## config.mk

```make
export PLATFORM = sky130hd
export DESIGN_NAME = distance_vector_relax_top_flat
export DESIGN_NICKNAME = d
export VERILOG_FILES = /design/src/design/dvr_pkg.sv /design/src/design/dvr_in_if.sv /design/src/design/dvr_out_if.sv /design/src/design/dvr_ram.sv /design/src/design/distance_vector_relax_top.sv /design/src/flat_wrapper.sv
export SDC_FILE = /design/constraint.sdc
export NUM_CORES = 1
export LEC_CHECK = 0
export ABC_CLOCK_PERIOD_IN_PS = 14900
export BUFFER_PORTS_ARGS = -buffer_cell sky130_fd_sc_hd__buf_2
export CAP_MARGIN = 0
export CORE_UTILIZATION = 40
export CTS_CLUSTER_SIZE = 30
export DETAILED_ROUTE_END_ITERATION = 12
export PLACE_DENSITY = 0.57
export REMOVE_ABC_BUFFERS = 1
export SLEW_MARGIN = 5
export SYNTH_ARGS = -nofsm -noshare
export SYNTH_HDL_FRONTEND = slang
export SYNTH_SLANG_ARGS = --single-unit
export TNS_END_PERCENT = 20
```

## constraint.sdc

```tcl
create_clock -name clk_i -period 14.9 [get_ports clk_i]
set_input_delay 2.98 -clock clk_i [delete_from_list [all_inputs] [get_ports clk_i]]
set_output_delay 2.98 -clock clk_i [all_outputs]
set_load 0.05 [all_outputs]
```

## src/design/dvr_pkg.sv

```systemverilog
// Shared widths, codes and state encoding for the distance-vector relax block.
`timescale 1ns / 1ps

package dvr_pkg;

  // Field widths
  localparam int unsigned NODE_W = 8;
  localparam int unsigned DIST_W = 16;

  // Default route table depth
  localparam int unsigned TABLE_DEPTH_DEF = 16;

  // Item operation codes
  typedef enum logic {
    OP_ADD_LINK = 1'b0,
    OP_RELAX    = 1'b1
  } op_e;

  // Result status codes
  typedef enum logic [1:0] {
    ST_OK      = 2'd0,
    ST_SKIP    = 2'd1,
    ST_FULL    = 2'd2,
    ST_UNKNOWN = 2'd3
  } status_e;

  // Control sequencer states
  typedef enum logic [1:0] {
    S_IDLE,
    S_SCAN,
    S_LAST,
    S_DECIDE
  } state_e;

endpackage

```

## src/design/dvr_in_if.sv

```systemverilog
// Input channel: one table update item with valid/ready.
`timescale 1ns / 1ps

interface dvr_in_if
  import dvr_pkg::*;
();
  logic              valid;
  logic              ready;
  logic              opcode;
  logic [NODE_W-1:0] neighbor_id;
  logic [NODE_W-1:0] dest_node;
  logic [DIST_W-1:0] dest_distance;
  logic              last_entry;

  modport source (
    output valid, opcode, neighbor_id, dest_node, dest_distance, last_entry,
    input  ready
  );

  modport sink (
    input  valid, opcode, neighbor_id, dest_node, dest_distance, last_entry,
    output ready
  );
endinterface

```

## src/design/dvr_out_if.sv

```systemverilog
// Output channel: one update result with valid/ready.
`timescale 1ns / 1ps

interface dvr_out_if
  import dvr_pkg::*;
();
  logic              valid;
  logic              ready;
  logic              entry_changed;
  logic              vector_updated;
  logic [1:0]        status;
  logic [DIST_W-1:0] table_distance;

  modport source (
    output valid, entry_changed, vector_updated, status, table_distance,
    input  ready
  );

  modport sink (
    input  valid, entry_changed, vector_updated, status, table_distance,
    output ready
  );
endinterface

```

## src/design/dvr_ram.sv

```systemverilog
// Generic single-write, single-read RAM with registered read data.
`timescale 1ns / 1ps

module dvr_ram #(
  parameter int unsigned WIDTH = 24,
  parameter int unsigned DEPTH = 16
) (
  input  logic                     clk_i,
  input  logic                     we_i,
  input  logic [$clog2(DEPTH)-1:0] waddr_i,
  input  logic [WIDTH-1:0]         wdata_i,
  input  logic                     re_i,
  input  logic [$clog2(DEPTH)-1:0] raddr_i,
  output logic [WIDTH-1:0]         rdata_o
);

  logic [WIDTH-1:0] mem_q [DEPTH];
  logic [WIDTH-1:0] rdata_q;

  // Write port
  always_ff @(posedge clk_i) begin
    if (we_i) begin
      mem_q[waddr_i] <= wdata_i;
    end
  end

  // Registered read port
  always_ff @(posedge clk_i) begin
    if (re_i) begin
      rdata_q <= mem_q[raddr_i];
    end
  end

  assign rdata_o = rdata_q;

endmodule

```

## src/design/distance_vector_relax_top.sv

```systemverilog
// Distance-vector routing table update: scan, relax and write back one item at a time.
//
//   channel  | dir | handshake          | payload
//   ---------+-----+--------------------+-----------------------------------------------
//   in_i     | in  | valid/ready        | opcode, neighbor_id, dest_node, dest_distance,
//            |     |                    | last_entry
//   out_o    | out | valid/ready        | entry_changed, vector_updated, status,
//            |     |                    | table_distance
//   cfg      | in  | cfg_we_i (no wait) | cfg_wdata_i = self_id
//
// After an item's transfer, the sequencer goes from S_IDLE through S_SCAN and S_LAST to
// S_DECIDE (straight to S_DECIDE with an empty table), and the result is registered on
// commit. The route RAM has a single read port and is scanned one entry per cycle for
// both the destination and the neighbor. No clearing pass after reset: only entries
// below route_count are ever read. A new item is taken once the previous one has been
// written back. A result waits in the output register while the next item is scanned,
// and the write-back stalls only if that register is still occupied.
`timescale 1ns / 1ps

module distance_vector_relax_top
  import dvr_pkg::*;
#(
  parameter int unsigned TABLE_DEPTH = TABLE_DEPTH_DEF
) (
  input  logic              clk_i,
  input  logic              rst_ni,
  input  logic              cfg_we_i,
  input  logic [NODE_W-1:0] cfg_wdata_i,
  dvr_in_if.sink            in_i,
  dvr_out_if.source         out_o
);

  localparam int unsigned IW = $clog2(TABLE_DEPTH);
  localparam int unsigned CW = $clog2(TABLE_DEPTH + 1);
  localparam int unsigned EW = NODE_W + DIST_W;

  // Sequencer and counters
  state_e            state_q, state_d;
  logic [CW-1:0]     count_q, count_d;
  logic [IW-1:0]     scan_idx_q, scan_idx_d;
  logic              flag_q, flag_d;
  logic [NODE_W-1:0] self_id_q;

  // Latched item
  logic              op_q;
  logic [NODE_W-1:0] nb_q;
  logic [NODE_W-1:0] dest_q;
  logic [DIST_W-1:0] dist_q;
  logic              last_q;

  // Scan results
  logic              rd_vld_q;
  logic [IW-1:0]     rd_idx_q;
  logic              dest_hit_q, dest_hit_d;
  logic [DIST_W-1:0] dest_dist_q, dest_dist_d;
  logic [IW-1:0]     dest_pos_q, dest_pos_d;
  logic              nb_hit_q, nb_hit_d;
  logic [DIST_W-1:0] nb_dist_q, nb_dist_d;

  // RAM port
  logic              ram_we, ram_re;
  logic [IW-1:0]     ram_waddr;
  logic [EW-1:0]     ram_wdata, ram_rdata;
  logic [NODE_W-1:0] rd_node;
  logic [DIST_W-1:0] rd_dist;

  // Output register
  logic              out_valid_q;
  logic              out_changed_q, out_vupd_q;
  status_e           out_status_q;
  logic [DIST_W-1:0] out_tdist_q;

  // Decision datapath
  logic              accept, commit, full, skip;
  logic [DIST_W:0]   sum_full;
  logic [DIST_W-1:0] sum_sat, known_dist;
  logic              dec_changed, dec_vupd;
  status_e           dec_status;
  logic [DIST_W-1:0] dec_tdist;

  dvr_ram #(
    .WIDTH (EW),
    .DEPTH (TABLE_DEPTH)
  ) u_route_ram (
    .clk_i   (clk_i),
    .we_i    (ram_we),
    .waddr_i (ram_waddr),
    .wdata_i (ram_wdata),
    .re_i    (ram_re),
    .raddr_i (scan_idx_q),
    .rdata_o (ram_rdata)
  );

  assign rd_node = ram_rdata[EW-1:DIST_W];
  assign rd_dist = ram_rdata[DIST_W-1:0];

  assign in_i.ready = (state_q == S_IDLE);
  assign accept     = in_i.valid && in_i.ready;
  assign commit     = (state_q == S_DECIDE) && (!out_valid_q || out_o.ready);

  // Capture the first match for destination and neighbor as read data returns
  always_comb begin
    dest_hit_d  = dest_hit_q;
    dest_dist_d = dest_dist_q;
    dest_pos_d  = dest_pos_q;
    nb_hit_d    = nb_hit_q;
    nb_dist_d   = nb_dist_q;
    if (accept) begin
      dest_hit_d = 1'b0;
      nb_hit_d   = 1'b0;
    end else if (rd_vld_q) begin
      if (!dest_hit_q && rd_node == dest_q) begin
        dest_hit_d  = 1'b1;
        dest_dist_d = rd_dist;
        dest_pos_d  = rd_idx_q;
      end
      if (!nb_hit_q && rd_node == nb_q) begin
        nb_hit_d  = 1'b1;
        nb_dist_d = rd_dist;
      end
    end
  end

  // Relax the entry and pick the write-back
  always_comb begin
    full       = (count_q == CW'(TABLE_DEPTH));
    skip       = (dest_q == self_id_q) || (dist_q == '0);
    sum_full   = {1'b0, dist_q} + {1'b0, nb_dist_q};
    sum_sat    = sum_full[DIST_W] ? {DIST_W{1'b1}} : sum_full[DIST_W-1:0];
    known_dist = dest_hit_q ? dest_dist_q : '0;

    dec_changed = 1'b0;
    dec_vupd    = 1'b0;
    dec_status  = ST_OK;
    dec_tdist   = known_dist;
    ram_we      = 1'b0;
    ram_waddr   = count_q[IW-1:0];
    ram_wdata   = {dest_q, dist_q};
    count_d     = count_q;
    flag_d      = flag_q;

    if (op_q == OP_ADD_LINK) begin
      if (!full) begin
        ram_we      = commit;
        dec_changed = 1'b1;
        dec_tdist   = dist_q;
        count_d     = commit ? count_q + CW'(1) : count_q;
      end else begin
        dec_status = ST_FULL;
      end
    end else begin
      if (skip) begin
        dec_status = ST_SKIP;
      end else if (!nb_hit_q) begin
        dec_status = ST_UNKNOWN;
      end else if (!dest_hit_q) begin
        if (!full) begin
          ram_we      = commit;
          ram_wdata   = {dest_q, sum_sat};
          dec_changed = 1'b1;
          dec_tdist   = sum_sat;
          count_d     = commit ? count_q + CW'(1) : count_q;
        end else begin
          dec_status = ST_FULL;
          dec_tdist  = '0;
        end
      end else if (sum_sat < dest_dist_q) begin
        ram_we      = commit;
        ram_waddr   = dest_pos_q;
        ram_wdata   = {dest_q, sum_sat};
        dec_changed = 1'b1;
        dec_tdist   = sum_sat;
      end
      // Track changes over the vector; report and clear on its last entry
      if (commit) begin
        flag_d = flag_q || dec_changed;
        if (last_q) begin
          flag_d = 1'b0;
        end
      end
      dec_vupd = last_q && (flag_q || dec_changed);
    end
  end

  // Next state and scan address
  always_comb begin
    state_d    = state_q;
    scan_idx_d = scan_idx_q;
    ram_re     = 1'b0;
    case (state_q)
      S_IDLE: begin
        scan_idx_d = '0;
        if (accept) begin
          state_d = (count_q == '0) ? S_DECIDE : S_SCAN;
        end
      end
      S_SCAN: begin
        ram_re     = 1'b1;
        scan_idx_d = scan_idx_q + IW'(1);
        if (CW'(scan_idx_q) + CW'(1) == count_q) begin
          state_d = S_LAST;
        end
      end
      S_LAST: begin
        state_d = S_DECIDE;
      end
      S_DECIDE: begin
        if (commit) begin
          state_d = S_IDLE;
        end
      end
      default: begin
        state_d = S_IDLE;
      end
    endcase
  end

  // Control registers
  always_ff @(posedge clk_i or negedge rst_ni) begin
    if (!rst_ni) begin
      state_q     <= S_IDLE;
      count_q     <= '0;
      scan_idx_q  <= '0;
      flag_q      <= 1'b0;
      self_id_q   <= '0;
      rd_vld_q    <= 1'b0;
      dest_hit_q  <= 1'b0;
      nb_hit_q    <= 1'b0;
      out_valid_q <= 1'b0;
    end else begin
      state_q    <= state_d;
      count_q    <= count_d;
      scan_idx_q <= scan_idx_d;
      flag_q     <= flag_d;
      rd_vld_q   <= ram_re;
      dest_hit_q <= dest_hit_d;
      nb_hit_q   <= nb_hit_d;
      if (cfg_we_i) begin
        self_id_q <= cfg_wdata_i;
      end
      if (commit) begin
        out_valid_q <= 1'b1;
      end else if (out_o.ready) begin
        out_valid_q <= 1'b0;
      end
    end
  end

  // Payload registers
  always_ff @(posedge clk_i) begin
    if (accept) begin
      op_q   <= in_i.opcode;
      nb_q   <= in_i.neighbor_id;
      dest_q <= in_i.dest_node;
      dist_q <= in_i.dest_distance;
      last_q <= in_i.last_entry;
    end
    rd_idx_q    <= scan_idx_q;
    dest_dist_q <= dest_dist_d;
    dest_pos_q  <= dest_pos_d;
    nb_dist_q   <= nb_dist_d;
    if (commit) begin
      out_changed_q <= dec_changed;
      out_vupd_q    <= dec_vupd;
      out_status_q  <= dec_status;
      out_tdist_q   <= dec_tdist;
    end
  end

  assign out_o.valid          = out_valid_q;
  assign out_o.entry_changed  = out_changed_q;
  assign out_o.vector_updated = out_vupd_q;
  assign out_o.status         = out_status_q;
  assign out_o.table_distance = out_tdist_q;

  // Checks
  a_count_bound: assert property (@(posedge clk_i) disable iff (!rst_ni)
    count_q <= CW'(TABLE_DEPTH))
    else $error("route count exceeds table depth");

  a_count_step: assert property (@(posedge clk_i) disable iff (!rst_ni)
    count_q != $past(count_q) |-> count_q == $past(count_q) + CW'(1))
    else $error("route count moved by other than one");

  a_write_in_decide: assert property (@(posedge clk_i) disable iff (!rst_ni)
    ram_we |-> (state_q == S_DECIDE) && commit)
    else $error("table write outside commit");

  a_changed_ok: assert property (@(posedge clk_i) disable iff (!rst_ni)
    commit && dec_changed |-> dec_status == ST_OK)
    else $error("change reported with non-ok status");

endmodule
```

## src/flat_wrapper.sv

```systemverilog
// flat-port wrapper written by rule: the top's interface ports become plain ports
module distance_vector_relax_top_flat import dvr_pkg::*;
#(
  parameter int unsigned TABLE_DEPTH = TABLE_DEPTH_DEF
)
  (clk_i, rst_ni, cfg_we_i, cfg_wdata_i, in_i_valid, in_i_opcode, in_i_neighbor_id, in_i_dest_node, in_i_dest_distance, in_i_last_entry, in_i_ready, out_o_valid, out_o_entry_changed, out_o_vector_updated, out_o_status, out_o_table_distance, out_o_ready);
  dvr_in_if in_i_i ();
  dvr_out_if out_o_i ();
  input  logic clk_i;
  input  logic rst_ni;
  input  logic cfg_we_i;
  input  logic [NODE_W-1:0] cfg_wdata_i;
  input wire logic [$bits(in_i_i.valid)-1:0] in_i_valid;
  input wire logic [$bits(in_i_i.opcode)-1:0] in_i_opcode;
  input wire logic [$bits(in_i_i.neighbor_id)-1:0] in_i_neighbor_id;
  input wire logic [$bits(in_i_i.dest_node)-1:0] in_i_dest_node;
  input wire logic [$bits(in_i_i.dest_distance)-1:0] in_i_dest_distance;
  input wire logic [$bits(in_i_i.last_entry)-1:0] in_i_last_entry;
  output wire logic [$bits(in_i_i.ready)-1:0] in_i_ready;
  output wire logic [$bits(out_o_i.valid)-1:0] out_o_valid;
  output wire logic [$bits(out_o_i.entry_changed)-1:0] out_o_entry_changed;
  output wire logic [$bits(out_o_i.vector_updated)-1:0] out_o_vector_updated;
  output wire logic [$bits(out_o_i.status)-1:0] out_o_status;
  output wire logic [$bits(out_o_i.table_distance)-1:0] out_o_table_distance;
  input wire logic [$bits(out_o_i.ready)-1:0] out_o_ready;
  assign in_i_i.valid = in_i_valid;
  assign in_i_i.opcode = in_i_opcode;
  assign in_i_i.neighbor_id = in_i_neighbor_id;
  assign in_i_i.dest_node = in_i_dest_node;
  assign in_i_i.dest_distance = in_i_dest_distance;
  assign in_i_i.last_entry = in_i_last_entry;
  assign in_i_ready = in_i_i.ready;
  assign out_o_valid = out_o_i.valid;
  assign out_o_entry_changed = out_o_i.entry_changed;
  assign out_o_vector_updated = out_o_i.vector_updated;
  assign out_o_status = out_o_i.status;
  assign out_o_table_distance = out_o_i.table_distance;
  assign out_o_i.ready = out_o_ready;
  distance_vector_relax_top #(.TABLE_DEPTH(TABLE_DEPTH)) u_core (.clk_i(clk_i), .rst_ni(rst_ni), .cfg_we_i(cfg_we_i), .cfg_wdata_i(cfg_wdata_i), .in_i(in_i_i), .out_o(out_o_i));
endmodule
```

==> results of run 1 <==
==> cells by family after synthesis <==
logic type,after synthesis,synth area share [%]
buffers and inverters,94,1.819
adder cells (fa/ha/maj),39,2.265
AO/OA/AOI/OAI,220,7.258
multiplexers,174,11.11
flip-flops,526,71.47
AND/OR/NAND/NOR,194,4.444
XOR/XNOR,41,1.641
==> path summary, 6_finish.rpt <==
check / endpoint / slack (ns) / cells after the start
worst max-delay path: u_core.u_route_ram.mem_q[10][0] / 8.81 / 15
worst min-delay path: u_core.dest_pos_q[2] / 0.40 / 0
worst max register to register: u_core.u_route_ram.mem_q[10][0] / 8.81 / 15
worst min register to register: u_core.dest_pos_q[2] / 0.40 / 0
max in group asynchronous: u_core.scan_idx_q[0] / 12.07 / 1
min in group asynchronous: u_core.self_id_q[6] / 2.38 / 1
==> through the flow <==
stage / cells / utilization (%) / setup slack, ns / power, mW
2_1_floorplan: 1230 / - / 8.020 / 2.691
3_3_place_gp: 2006 / 42.81 / 8.875 / 2.985
3_5_place_dp: 2006 / 42.81 / 8.790 / 2.998
4_1_cts: 2102 / 45.92 / 8.773 / 4.293
5_1_grt: 2102 / 45.93 / 8.459 / 4.429
6_report: 2103 / 45.94 / 8.812 / 4.265
==> layout make-up <==
type,instances,share of cell area (%)
Sequential cell,526,63.15
Antenna cell,1,0.01010
Clock buffer,79,6.001
Timing Repair Buffer,80,1.788
Multi-Input combinational cell,668,24.21
Tap cell,696,3.516
Clock inverter,17,0.7779
Inverter,36,0.5456
==> registers in the layout (all words and copies together), names as in the netlist, 16 cells and up <==
register and cells:
u_core.u_route_ram.mem_q 384, u_core.u_route_ram.rdata_o 24, u_core.dest_dist_q 16, u_core.dist_q 16, u_core.nb_dist_q 16, u_core.out_o.table_distance 16
==> report_power, final <==
group / total, mW / leakage [nW] / switching [mW] / internal, mW
combinational: 1.02 / 2.71 / 0.644 / 0.379
clock: 1.30 / 0.808 / 0.554 / 0.743
sequential: 1.95 / 4.83 / 0.118 / 1.83
total: 4.26 / 8.35 / 1.32 / 2.95
==> worst max-delay path: stages, from the launching register on <==
cell      delay [ns]
edfxtp_1        0.44
ha_1            0.25
fa_1            0.45
a211oi_2        0.30
o211ai_2        0.18
a31oi_1         0.28
o21ai_2         0.27
or3_1           0.49
ha_1            0.30
nand4_1         0.19
nor4_4          0.10
a221oi_1        0.29
o21a_2          0.24
and3_1          0.43
a41oi_1         0.61
nor2_4          0.88
==> layer usage <==
metal,up-vias,track usage [%],part of all wire [%]
met4,0,4.773,1.6
met5,-,0,0
met1,6141,28.18,46
li1,5272,-,-
met2,346,28.63,45
met3,67,3.874,7.3
==> cells in the final DEF, fill, tap and decap left out, types with 23 or more instances in the layout <==
master,instances
ha_1,37
clkbuf_16,55
mux2_2,23
mux4_2,48
inv_1,35
a21oi_1,37
nor2_1,30
o21ai_0,51
a22oi_1,35
nand2_1,65
a221oi_1,25
edfxtp_1,498
mux2i_1,89
buf_2,68
xnor2_1,35
==> synthesized netlist by cell type, drive strengths merged (3+ instances only) <==
| library cell | instances | area share [%] |
|---|---|---|
| a21o | 10 | 0.34 |
| a21oi | 38 | 0.89 |
| a221o | 16 | 0.73 |
| a221oi | 25 | 1.0 |
| a22oi | 35 | 1.2 |
| a31oi | 3 | 0.15 |
| a41oi | 3 | 0.12 |
| and3 | 8 | 0.23 |
| buf | 22 | 0.58 |
| clkbuf | 36 | 0.62 |
| dfrtp | 24 | 2.7 |
| dfxtp | 4 | 0.37 |
| edfxtp | 498 | 68 |
| ha | 38 | 2.2 |
| inv | 36 | 0.62 |
| mux2 | 37 | 2.1 |
| mux2i | 89 | 4.1 |
| mux4 | 48 | 4.9 |
| nand2 | 65 | 1.1 |
| nand2b | 14 | 0.40 |
| nand3 | 9 | 0.21 |
| nand4 | 15 | 0.46 |
| nor2 | 47 | 0.82 |
| nor2b | 9 | 0.26 |
| nor3b | 6 | 0.21 |
| nor4 | 8 | 0.30 |
| o2111ai | 4 | 0.19 |
| o211ai | 5 | 0.19 |
| o21a | 5 | 0.18 |
| o21ai | 55 | 1.3 |
| o21bai | 3 | 0.10 |
| o31ai | 3 | 0.10 |
| or2 | 3 | 0.086 |
| xnor2 | 35 | 1.4 |
| xor2 | 6 | 0.24 |
==> flow_metrics.py, run 1 <==
metrics = {
    "global_routing": {
        "antenna_found_initial": 0,
        "grt_max_degree": 118,
        "gr-usage-all-layers_pct": 19.03,
        "overflow": 0,
        "grt_pass1_wl_mm": 77.83,
        "grt_pass1_vias": 11710,
    },
    "clock_tree": {
        "clk_path_buf_depth": 3,
        "clk_latency_ns": 0.62,
        "cts-htree-levels": 2,
        "path_clk_slew_ns": 0.06,
        "cts_tree": "done",
        "hold_buffers": 0,
        "post_cts_buffers": 0,
        "cts_resized": 0,
        "numCtsBuffers": 54,
        "clkSinkCount": 526,
        "cts_root_buf": "clkbuf_16",
    },
    "die": {
        "initial_core_util_pct": 40.57,
        "core_um2": 53920,
        "dieArea_um2": 55630,
        "ios": 69,
        "die_h_um": 235.9,
        "rows": 85,
        "die_w_um": 235.9,
    },
    "sta": {
        "fin_skew_ns": 0.02548,
        "fin_crit_ns": 6.088,
        "max_freq_ghz": 0.1643,
        "hold_viol": 0,
        "holdWs_ns": 0.4004,
        "rsz0062_at_grt": "no",
        "finalCritPeriodShare_pct": 40.86,
        "maxSlewHeadroom_pct": 12.83,
        "finalSetupTns_ns": 0,
        "tightest_slew_ns": 1.291,
        "final-max-slew-violation-count": 0,
        "setup_violations": 0,
    },
    "drt": {
        "vias": 11830,
        "drtIter0Drc": 1129,
        "post_drt_wl_per_cell_um": 25.24,
        "wirelength_mm": 53.07,
        "viasPerCell": 5.623,
        "route.detailed.drc": 0,
        "drt_first_pass_iters": 5,
        "ant_nets": 0,
    },
    "yosys": {
        "yosysWarnings": 0,
        "synth.avg_cell_area_um2": 16.99,
        "ys_seq_area_share_pct": 71.47,
        "ys_types": 73,
        "synth_flop_cell": "edfxtp_1",
        "synth-edff-count": 498,
        "async_flop_share_pct": 4.563,
        "synth.cell_area_um2": 21880,
        "yosys_register_bits": 526,
        "synth_cells": 1288,
    },
    "power_and_ir_drop": {
        "p_per_area_nw_per_um2": 172.2,
        "ir_drop_mv": 0.1117,
        "p_leak_nw": 8.347,
    },
    "worst_setup_path": {
        "rr_startpoint": "u_core.dist_q[0]",
        "critPathLaunchType": "flop",
        "timing_worst_setup_path_type": "flop to flop",
        "startpoint": "u_core.dist_q[0]",
        "cp.arrival_ns": 6.33,
        "required_ns": 15.14,
        "end_kind": "flop",
        "crit_fanout": 24,
    },
    "finish": {
        "multiInputGateArea_um2": 5997,
        "final_cell_area_um2": 24770,
        "fin_nets": 1452,
        "layout-drive-gt1-share_pct": 19.13,
        "seqCellArea_um2": 15640,
        "syn_to_final_growth_pct": 13.22,
        "fillers": 4607,
    },
    "place": {
        "place.port_buffers": 68,
        "postPlaceCellArea_um2": 23080,
        "place_congestion": 0.8462,
        "place_hpwl_mm": 34.46,
    },
    "min_path": {
        "hold_path_class": "flop to flop",
        "worstHoldStart": "u_core.rd_idx_q[2]",
    },
    "flow_run": {
        "maxCapViolations": 0,
    },
    "run_status": {
        "outcome": "finished clean",
    },
}
Note: power is estimated with default switching activity, not from simulation.
==> run 2, diff against run 1 <==
--- a/config.mk
+++ b/config.mk
@@ -5,13 +5,14 @@
 export SDC_FILE = /design/constraint.sdc
 export NUM_CORES = 1
 export LEC_CHECK = 0
-export ABC_CLOCK_PERIOD_IN_PS = 14900
+export ABC_AREA = 1
+export ABC_CLOCK_PERIOD_IN_PS = 5200
 export BUFFER_PORTS_ARGS = -buffer_cell sky130_fd_sc_hd__buf_2
 export CAP_MARGIN = 0
 export CORE_UTILIZATION = 40
 export CTS_CLUSTER_SIZE = 30
 export DETAILED_ROUTE_END_ITERATION = 12
-export PLACE_DENSITY = 0.57
+export PLACE_DENSITY = 0.59
 export REMOVE_ABC_BUFFERS = 1
 export SLEW_MARGIN = 5
 export SYNTH_ARGS = -nofsm -noshare
==> constraint.sdc (replaced) <==
create_clock -name clk_i -period 5.2 [get_ports clk_i]
set_input_delay 1.04 -clock clk_i [delete_from_list [all_inputs] [get_ports clk_i]]
set_output_delay 1.04 -clock clk_i [all_outputs]
set_load 0.05 [all_outputs]
==> run 2 against run 1 <==
Compared with the run above:
- the run now ends with design-rule violations left
- wire length up 16%
- utilization up 0.82 points
- critical endpoint is now u_core.u_route_ram.mem_q[3][16]
- sequential power grew to 2.9 times the previous value
- sequential cell count is the same
- first-iteration DRC count rose by 57%
- hold slack lost 0.027 ns
- power rose to 3.0 times the previous value
- non-clock buffer count increased by 52
- global-route usage is 3.0 points higher
- highest routed layer unchanged
- synthesized cell count up 42%
- clock skew grew 0.012 ns
==> flow_metrics.py, run 2 <==
metrics = {
    "run_status": {
        "outcome": "finished with violations",
        "violations": "design-rule violations",
    },
    "sta": {
        "fin_skew_ns": 0.03744,
        "maxSlewHeadroom_pct": 29.48,
        "max_freq_ghz": 0.2060,
        "fin_crit_ns": 4.853,
        "holdWs_ns": 0.3739,
        "worst_slack_ns": 0.3466,
        "final-max-slew-violation-count": 0,
        "tightest_slew_ns": 1.056,
        "setup_violations": 0,
        "finalSetupTns_ns": 0,
        "hold_viol": 0,
        "finalCritPeriodShare_pct": 93.33,
    },
    "die": {
        "rows": 86,
        "dieArea_um2": 56480,
        "die_w_um": 237.7,
        "initial_core_util_pct": 40.40,
        "core_um2": 54990,
        "ios": 69,
        "die_h_um": 237.7,
    },
    "place": {
        "pre_cts_slack_ns": 0.3010,
        "place.port_buffers": 68,
        "place_hpwl_mm": 39.87,
        "place_congestion": 0.9206,
        "postPlaceCellArea_um2": 23950,
        "dp_cells": 2622,
    },
    "drt": {
        "wirelength_mm": 61.71,
        "vias": 14970,
        "wl_met2_mm": 27.42,
        "drtIter0Drc": 1775,
        "highest_layer": "met4",
        "route.detailed.drc": 2,
        "post_drt_wl_per_cell_um": 22.69,
        "drt_first_pass_iters": 9,
        "ant_nets": 0,
        "wl_met1_mm": 27.34,
        "wl_met3_mm": 5.129,
        "viasPerCell": 5.503,
    },
    "yosys": {
        "synth_flop_cell": "edfxtp_1",
        "synth_top_family_by_area": "simple AND/OR/NAND/NOR gates",
        "synthAdderAreaFrac_pct": 2.230,
        "synth_top_area_share_pct": 67.32,
        "netlist_top_cells_count": "edfxtp_1, nand2_1, o21ai_0",
        "yosysTopAreaCell": "edfxtp_1",
        "synth-simple-area-share_pct": 12.90,
        "synth-edff-count": 498,
        "yosys_register_bits": 526,
        "synth_xor_area_share_pct": 1.025,
        "ys_types": 52,
        "synthTopCellsByArea": "edfxtp_1, nand2_1, o21ai_0",
        "async_flop_share_pct": 4.563,
        "synth.cell_area_um2": 22220,
        "yosysWarnings": 0,
        "synthMuxAreaShare_pct": 0.2534,
        "synth_cells": 1828,
        "ys_seq_area_share_pct": 70.38,
        "yosysMostFrequentCell": "edfxtp_1",
        "synth_compound_area_share_pct": 9.885,
        "synth.avg_cell_area_um2": 12.15,
    },
    "clock_tree": {
        "cts-htree-levels": 2,
        "clk_latency_ns": 0.63,
        "clkSinkCount": 526,
        "path_clk_slew_ns": 0.06,
        "cts_tree": "done",
        "clk_path_buf_depth": 3,
        "hold_buffers": 0,
        "cts_root_buf": "clkbuf_16",
        "numCtsBuffers": 53,
    },
    "global_routing": {
        "grt_pass1_wl_mm": 91.96,
        "grt_max_degree": 195,
        "grt_pass1_vias": 14470,
        "gr-usage-all-layers_pct": 22.00,
        "overflow": 0,
        "antenna_found_initial": 1,
    },
    "finish": {
        "largest_reg_flops": 384,
        "final_common_cell": "edfxtp_1",
        "antenna_cells": 0,
        "fin_nets": 2017,
        "fillers": 4925,
        "layout_common_cells": "edfxtp_1, nand2_1, o21ai_0",
        "stdcell_count": 2720,
        "syn_to_final_growth_pct": 15.73,
        "final_cell_area_um2": 25710,
        "utilization_pct": 46.76,
        "top_register": "u_core.u_route_ram.mem_q",
        "layout-drive-gt1-share_pct": 13.49,
    },
    "power_and_ir_drop": {
        "p_per_area_nw_per_um2": 500.8,
        "p_leak_nw": 9.178,
        "power.total_mw": 12.87,
        "ir_drop_mv": 0.3817,
    },
    "worst_setup_path": {
        "end_kind": "flop",
        "cp.arrival_ns": 5.17,
        "startpoint": "u_core.dist_q[0]",
        "required_ns": 5.52,
        "crit_fanout": 13,
        "rr_startpoint": "u_core.dist_q[0]",
        "timing_worst_setup_path_type": "flop to flop",
        "critPathLaunchType": "flop",
    },
    "min_path": {
        "worstHoldStart": "u_core.rd_idx_q[2]",
        "hold_path_class": "flop to flop",
    },
    "flow_run": {
        "maxCapViolations": 0,
    },
}
## run 2: layer usage
metal | global-route usage (%) | vias up
met4 | 7.781 | 0
met2 | 33.09 | 632
met3 | 3.414 | 107
li1 | - | 6818
met5 | 0 | -
met1 | 32.28 | 7411
## run 2: area by class of cell
type	count	area (µm²)	share of cell area, %
sequential	526	15640	60.83
clock buffer	74	1425	5.543
multi-input combinational	1110	6000	23.34
inverter	108	407.9	1.587
timing repair buffer	132	1033	4.020
clock inverter	22	267.8	1.041
tap	748	935.9	3.640
## run 2: kinds of logic after synthesis
logic type | after synthesis
AND/OR/NAND/NOR | 668
flip-flops | 526
XOR/XNOR | 26
adder cells (fa/ha/maj) | 39
buffers and inverters | 192
AO/OA/AOI/OAI | 372
multiplexers | 5
## run 2: where the power goes
group	total [mW]	internal, mW	switching (mW)	leakage, nW
Sequential	5.61	5.31	0.300	4.83
Combinational	3.51	0.918	2.59	3.53
Clock	3.75	2.13	1.62	0.817
## run 2: path summary, 6_finish.rpt
check | end | cells after the start | slack [ns]
max | u_core.u_route_ram.mem_q[3][16] | 27 | 0.35
min | u_core.dest_pos_q[2] | 0 | 0.37
max reg2reg | u_core.u_route_ram.mem_q[3][16] | 27 | 0.35
min reg2reg | u_core.dest_pos_q[2] | 0 | 0.37
max in group asynchronous | u_core.scan_idx_q[0] | 1 | 4.38
min in group asynchronous | u_core.self_id_q[3] | 1 | 0.40
## run 2: critical path, cell delays in order, from the launching register on
cell,delay (ns)
edfxtp_1,0.45
ha_1,0.24
fa_1,0.39
nand2_1,0.10
nand2_1,0.08
nand3_1,0.10
nand2_2,0.09
nand2_2,0.08
nand2_1,0.26
inv_1,0.23
nand2_1,0.07
nor2_1,0.18
inv_1,0.07
ha_1,0.27
nand2_1,0.04
inv_1,0.11
nand3_1,0.13
a31oi_2,0.22
a2111oi_4,0.06
buf_4,0.19
nand3_4,0.12
nand2_1,0.06
nand2_1,0.17
inv_1,0.11
nor2_2,0.24
nand2_1,0.15
nor2_4,0.13
buf_4,0.23
## run 2: what timing repair did
action                                  4_1_cts  5_1_grt
gates resized for setup                       0       14
buffers inserted                              0        2
endpoints found under the setup margin        0      449
